### src/hdl/sct_pkg.sv
// ============================================================================
// sct_pkg
// Shared widths, types and the control struct for the quarter-wave sine and
// cosine generator.
// ============================================================================
package sct_pkg;

    // Word widths.
    localparam int ANGLE_W      = 16;
    localparam int OUT_W        = 16;
    localparam int ROM_W        = 16;

    // Table geometry: 2^SEG_BITS segments over one quadrant.
    localparam int SEG_BITS     = 5;
    localparam int SEGMENTS     = 1 << SEG_BITS;
    localparam int ROM_IDX_W    = SEG_BITS + 1;

    // One quadrant spans 2^QUARTER_BITS angle units.
    localparam int QUARTER_BITS = ANGLE_W - 2;
    localparam int FRAC_W       = QUARTER_BITS - SEG_BITS;
    localparam int FRAC_ONE     = 1 << FRAC_W;
    localparam int HALF_TURN    = 1 << (ANGLE_W - 1);
    localparam int QUARTER_TURN = 1 << QUARTER_BITS;

    // A weighted table entry, wide enough for the sum of two of them.
    localparam int PROD_W       = ROM_W + FRAC_W + 1;

    typedef logic        [ANGLE_W-1:0]   t_angle;
    typedef logic signed [OUT_W-1:0]     t_sample;
    typedef logic        [ROM_W-1:0]     t_rom_word;
    typedef logic        [ROM_IDX_W-1:0] t_rom_idx;
    typedef logic        [SEG_BITS-1:0]  t_seg;
    typedef logic        [FRAC_W:0]      t_frac;
    typedef logic        [PROD_W-1:0]    t_prod;

    // Load enables of the multiply and output stages of one interpolator.
    typedef struct packed {
        logic mul_en;
        logic out_en;
    } t_pipe_ctl;

endpackage

### src/hdl/sct_interp.sv
// ============================================================================
// sct_interp
// Linear interpolation between two table entries, followed by the quadrant
// sign and positive saturation. Two pipeline stages.
// ============================================================================
module sct_interp
    import sct_pkg::*;
(
    input  logic      i_clk,
    input  t_pipe_ctl i_ctl,
    input  t_rom_word i_lo,
    input  t_rom_word i_hi,
    input  t_frac     i_frac,
    input  logic      i_neg,
    output t_sample   o_value
);

    localparam int MAG_W = PROD_W - FRAC_W;

    t_prod             r_p_lo;
    t_prod             r_p_hi;
    logic              r_neg;
    t_sample           r_value;

    t_frac             w_frac_lo;
    t_prod             w_sum;
    logic [MAG_W-1:0]  w_mag;
    logic [MAG_W-1:0]  w_neg_mag;
    t_sample           n_value;

    assign w_frac_lo = t_frac'(FRAC_ONE) - i_frac;

    // Multiply stage: weight each neighbor by the point's distance to the other one.
    always_ff @(posedge i_clk) begin
        if (i_ctl.mul_en) begin
            r_p_lo <= PROD_W'(i_lo) * PROD_W'(w_frac_lo);
            r_p_hi <= PROD_W'(i_hi) * PROD_W'(i_frac);
            r_neg  <= i_neg;
        end
    end

    // Output stage: round half up, then apply sign or saturate.
    always_comb begin
        w_sum     = r_p_lo + r_p_hi + t_prod'(FRAC_ONE / 2);
        w_mag     = w_sum[PROD_W-1:FRAC_W];
        w_neg_mag = '0 - w_mag;
        if (r_neg && (w_mag != '0)) begin
            n_value = t_sample'(w_neg_mag[OUT_W-1:0]);
        end else if (w_mag > MAG_W'((1 << (OUT_W - 1)) - 1)) begin
            n_value = t_sample'((1 << (OUT_W - 1)) - 1);
        end else begin
            n_value = t_sample'(w_mag[OUT_W-1:0]);
        end
    end

    always_ff @(posedge i_clk) begin
        if (i_ctl.out_en) begin
            r_value <= n_value;
        end
    end

    assign o_value = r_value;

endmodule

### config.mk
export PLATFORM = sky130hd
export DESIGN_NAME = sct_interp
export DESIGN_NICKNAME = d
export VERILOG_FILES = /design/src/hdl/sct_pkg.sv /design/src/hdl/sct_interp.sv
export SDC_FILE = /design/constraint.sdc
export NUM_CORES = 1
export LEC_CHECK = 0
export BUFFER_PORTS_ARGS = -buffer_cell sky130_fd_sc_hd__buf_2
export CAP_MARGIN = 20
export CORE_MARGIN = 2
export CORE_UTILIZATION = 45
export CTS_CLUSTER_SIZE = 30
export DETAILED_ROUTE_END_ITERATION = 8
export GPL_ROUTABILITY_DRIVEN = 0
export PLACE_DENSITY = 0.62
export SYNTH_ARGS = -nofsm -noshare
export SYNTH_HDL_FRONTEND = slang
export SYNTH_SLANG_ARGS = --single-unit
export TNS_END_PERCENT = 100
### constraint.sdc
create_clock -name i_clk -period 15.9 [get_ports i_clk]
set_clock_uncertainty 0.15 [all_clocks]
set_input_delay 0.795 -clock i_clk [delete_from_list [all_inputs] [get_ports i_clk]]
set_output_delay 0.795 -clock i_clk [all_outputs]
set_load 0.01 [all_outputs]
==> results.cfg, run 1 <==
[run_status]
run_status = finished clean

[final_layout]
layout.nets = 1945
drive_gt1_share_pct = 7.738
antennaDiodeCount = 0
syn_to_final_growth_pct = 6.426
multi_input_area_um2 = 10800
seq_area_um2 = 2072
final.fill_count = 2906

[critical_path]
cp_data_arrival_time_ns = 7.04
cp-endpoint = r_p_lo[24]
startpoint_type = input port
worstSetupPathType = input port to flip-flop
r2r-start = r_p_hi[2]
rrSetupSlack_ns = 11.12
startpoint = i_frac[0]
rr_endpoint = o_value[8]
crit_fanout = 36
r2r_cells = 14
required_ns = 15.84
end_kind = flip-flop

[synthesis]
ys_ff_latch = 69
yosys-top-cells-area = fa_1, ha_1, edfxtp_1
yosys.area.top_type = fa_1
synth_top_family_by_area = adder cells
async_flop_share_pct = 0
synthSimpleGateAreaFrac_pct = 16.86
post-synth-top-count-cell = inv_1
syn_nets = 1929
yosysSeqAreaShare_pct = 14.72
yosysUniqueCellTypes = 73
synthAdderAreaFrac_pct = 46.57
synth_common_cells = inv_1, fa_1, nand2_1
synth_edf_count = 69
synth-compound-area-share_pct = 8.008
synth_cells = 1491
synth_top_area_share_pct = 31.29
synth_area_um2 = 14080
yosysWarningCount = 0
ys.flop_type = edfxtp_1
synth-xor-area-share_pct = 5.146
synth.area.mux_share_pct = 0.1511
syn_area_per_cell_um2 = 9.441

[cts]
numCtsBuffers = 9
max-clock-path-buffers = 2
post_cts_resized = 0
insertion_delay_ns = 0.34
cts_setup_buffers = 0
cts.hold.buffers_added = 0
cts_tree = built
htreeDepth = 3
cts_sinks = 69
clk_pin_slew_ns = 0.06
cts-root-buf = clkbuf_16

[timing]
fin_crit_ns = 7.098
hold_viol = 0
rsz0062_at_grt = no
setup_viol = 0
fmax_mhz = 140.9
tns_ns = 0
worst_slew_pin_slew_ns = 0.7057
slew_headroom_pct = 52.62
maxSlewViolCount = 0
fin_crit_sh_pct = 44.64

[floorplanning]
die_x_um = 180.9
dieHeight_um = 180.9
std_cell_rows = 64
dieArea_um2 = 32710
coreArea_um2 = 30670
start_util_pct = 45.90
io_pins = 62

[routing]
ant_nets = 0
wl_per_cell_um = 15.89
wl_um = 30330
vias = 9952
vias_per_cell = 5.216
remaining_drc_errors = 0
drt_first_iter_violations = 432
dr.pass1.iters = 5

[global_routing]
antenna_found_initial = 0
grtUsageTotal_pct = 19.44
grt_pass1_vias = 10489
overflow = 0
grt_max_degree = 54
grt_pass1_wl_um = 52260

[placement]
io_buffers = 61
dp_hpwl_um = 24520

[hold_path]
worst_hold_path_type = input port to flip-flop

[run]
cap_viol_max_count = 0
## sequential cells by signal, summed over array words and instances, names as in the netlist
register,flops
o_value,16
r_neg,1
r_p_hi,26
r_p_lo,26
## worst max-delay path, cell delays in order
cell	delay [ns]
buf_2	0.52
inv_1	0.10
ha_1	0.76
nand2_1	0.17
fa_1	0.56
inv_1	0.05
fa_1	0.50
inv_1	0.05
fa_1	0.52
inv_1	0.05
fa_1	0.49
inv_1	0.05
fa_1	0.47
inv_1	0.04
ha_1	0.31
inv_1	0.05
o21bai_1	0.15
a21oi_1	0.14
a211o_1	0.36
a31o_2	0.22
a21oi_1	0.25
nor4_1	0.08
a311o_1	0.32
## cells by family (layout without fill, tap and decap cells)
family | count (synthesis) | in the layout
AND/OR/NAND/NOR | 469 | 469
adder cells (fa/ha/maj) | 392 | 392
buffers and inverters | 318 | 339
AO/OA/AOI/OAI | 163 | 163
XOR/XNOR | 78 | 78
flip-flops | 69 | 69
multiplexers | 2 | 2
## routing by layer
metal,part of all wire (%),global-route usage (%),up-vias
met5,0,0,-
met4,1.0,3.581,0
met3,3.2,1.975,24
met2,47,32.79,166
met1,48,27.41,4995
li1,-,-,4767
## metrics by stage
| stage | hold slack [ns] | instance area (um2) | setup WS [ns] | std cells | utilization (%) |
|---|---|---|---|---|---|
| 2_1_floorplan | 0.6663 | 14080 | 8.809 | 1491 | - |
| 3_3_place_gp | 0.7148 | 14690 | 8.553 | 1892 | 47.91 |
| 3_5_place_dp | 0.7105 | 14690 | 8.454 | 1892 | 47.91 |
| 4_1_cts | 0.4785 | 14980 | 8.809 | 1908 | 48.85 |
| 5_1_grt | 0.4792 | 14980 | 8.374 | 1908 | 48.85 |
| 6_report | 0.4880 | 14980 | 8.802 | 1908 | 48.85 |
## placed cells by master, fill, tap and decap left out, types with 4 or more instances in the layout
cell	netlist	layout
inv_1	253	253
fa_1	220	220
nand2_1	203	203
ha_1	172	172
and2_1	149	149
edfxtp_1	69	69
buf_2	1	61
xnor2_1	51	51
a21oi_1	50	50
nor2_1	36	36
o21ai_0	28	28
xor2_1	23	23
a21o_1	15	15
nor3_1	14	14
nand3_1	12	12
nor2b_1	11	11
o21bai_1	10	10
clkbuf_16	0	9
buf_4	0	9
a31oi_1	7	7
o21a_1	6	6
and3_1	6	6
o211ai_1	6	6
nand4_1	5	5
nand2b_1	5	5
nor4_1	4	4
or3_1	4	4
a31o_2	4	4
a2bb2oi_1	4	4
## final cells by class
class                   count  area share, %
clock buffers               9          1.503
inverters                 253          6.339
well taps                 396          3.307
multi-input cells        1104          72.11
repair buffers             70          2.489
clock inverters             7         0.4259
flip-flops and latches     69          13.83
## worst min-delay path by stage
stage          start     endpoint  depth (start not counted)
2_1_floorplan  r_neg  o_value[10]                          2
3_3_place_gp   r_neg  o_value[14]                          1
3_5_place_dp   r_neg  o_value[10]                          1
4_1_cts        i_neg        r_neg                          1
5_1_grt        i_neg        r_neg                          1
6_report       i_neg        r_neg                          1
Power of run 1 is left out: the tool's default activity adds up to more than one toggle a clock period on the data nets, which glitch-free logic cannot reach.
==> inputs of run 2 (changes only) <==
==> constraint.sdc (replaced) <==
create_clock -name i_clk -period 7.1 [get_ports i_clk]
set_clock_uncertainty 0.15 [all_clocks]
set_input_delay 0.355 -clock i_clk [delete_from_list [all_inputs] [get_ports i_clk]]
set_output_delay 0.355 -clock i_clk [all_outputs]
set_load 0.01 [all_outputs]
==> results.cfg, run 2 (same netlist as run 1, synthesis figures left out) <==
[hold_path]
min-delay-start = i_neg
worst_hold_path_type = input port to flip-flop

[timing]
rsz0062_at_grt = no
setup_viol = 0
fin_crit_ns = 6.367
fmax_mhz = 157.1
fin_crit_sh_pct = 89.67
tns_ns = 0
slew_headroom_pct = 54.33
maxSlewViolCount = 0
hold_viol = 0
worst_slew_pin_slew_ns = 0.6850

[floorplanning]
start_util_pct = 45.90
coreArea_um2 = 30670
dieHeight_um = 180.9
std_cell_rows = 64
die_x_um = 180.9
dieArea_um2 = 32710
io_pins = 62

[routing]
drt_first_iter_violations = 480
vias_per_cell = 5.174
wl_per_cell_um = 16.21
dr.pass1.iters = 5
vias = 9929
wl_um = 31120
remaining_drc_errors = 0
ant_nets = 0

[run_status]
run_status = finished clean

[critical_path]
end_kind = flip-flop
startpoint = i_frac[2]
path_common_cell = fa_1
startpoint_type = input port
crit_fanout = 18
r2r-start = r_p_lo[2]
cpPeakStageDelay_ns = 0.49
worstSetupPathType = input port to flip-flop
critPathSlowestCell = fa_1
cp_data_arrival_time_ns = 6.41
rrSetupSlack_ns = 2.22
required_ns = 7.14

[cts]
numCtsBuffers = 9
cts.hold.buffers_added = 0
cts_sinks = 69
insertion_delay_ns = 0.35
cts_tree = built
cts-root-buf = clkbuf_16
post_cts_resized = 0
max-clock-path-buffers = 2
htreeDepth = 3
clk_pin_slew_ns = 0.06
cts_setup_buffers = 0

[run]
cap_viol_max_count = 0

[placement]
io_buffers = 61
dp_hpwl_um = 25430

[global_routing]
grt_max_degree = 54
antenna_found_initial = 0
grt_pass1_vias = 10459
grtUsageTotal_pct = 20.02
overflow = 0
grt_pass1_wl_um = 52920

[final_layout]
antennaDiodeCount = 0
layout.nets = 1956
drive_gt1_share_pct = 8.404
final_common_cell = inv_1
layout_common_cells = inv_1, fa_1, nand2_1
syn_to_final_growth_pct = 6.959
==> run 2: cell type report <==
cell class	instances	area, um2
clock inverters	7	56.30
repair buffers	81	455.4
clock buffers	9	225.2
well taps	396	495.5
inverters	253	949.7
flip-flops and latches	69	2072
fillers	2895	15610
multi-input cells	1104	10800
==> run 2: layer usage <==
| metal | global-route usage, % | part of all wire, % | vias up | routed length, um |
|---|---|---|---|---|
| li1 | - | - | 4787 | - |
| met1 | 28.12 | 48 | 4929 | 15080 |
| met2 | 33.52 | 46 | 186 | 14440 |
| met3 | 2.560 | 3.9 | 27 | 1202 |
| met4 | 3.645 | 1.3 | 0 | 393 |
| met5 | 0 | 0 | - | 0 |
==> run 2: critical path, delay by kind of cell <==
family                   cells  cell delay, ns
XOR/XNOR                     1            0.18
AND/OR/NAND/NOR              5            0.88
adder cells (fa/ha/maj)      6            2.49
AO/OA/AOI/OAI                9            1.74
buffers and inverters        7            0.76
==> run 2: final timing paths <==
kind / endpoint / cells past startpoint
setup / recovery: r_p_lo[25] / 28
hold / removal: r_neg / 1
setup reg to reg: o_value[8] / 14
hold reg to reg: o_value[10] / 1
==> run 2: per-stage QoR <==
stage / setup slack, ns / instance area, um2 / util, % / std cells / hold slack, ns
floorplan: 0.4489 / 14080 / - / 1491 / 0.3039
global placement: 0.4217 / 14770 / 48.15 / 1902 / 0.3882
detailed placement: 0.4418 / 14780 / 48.18 / 1903 / 0.3863
CTS: 0.7920 / 15060 / 49.09 / 1919 / 0.02940
global route: 0.2491 / 15060 / 49.09 / 1919 / 0.02870
finish: 0.7334 / 15060 / 49.09 / 1919 / 0.03734
Power of run 2 is left out for the same reason.
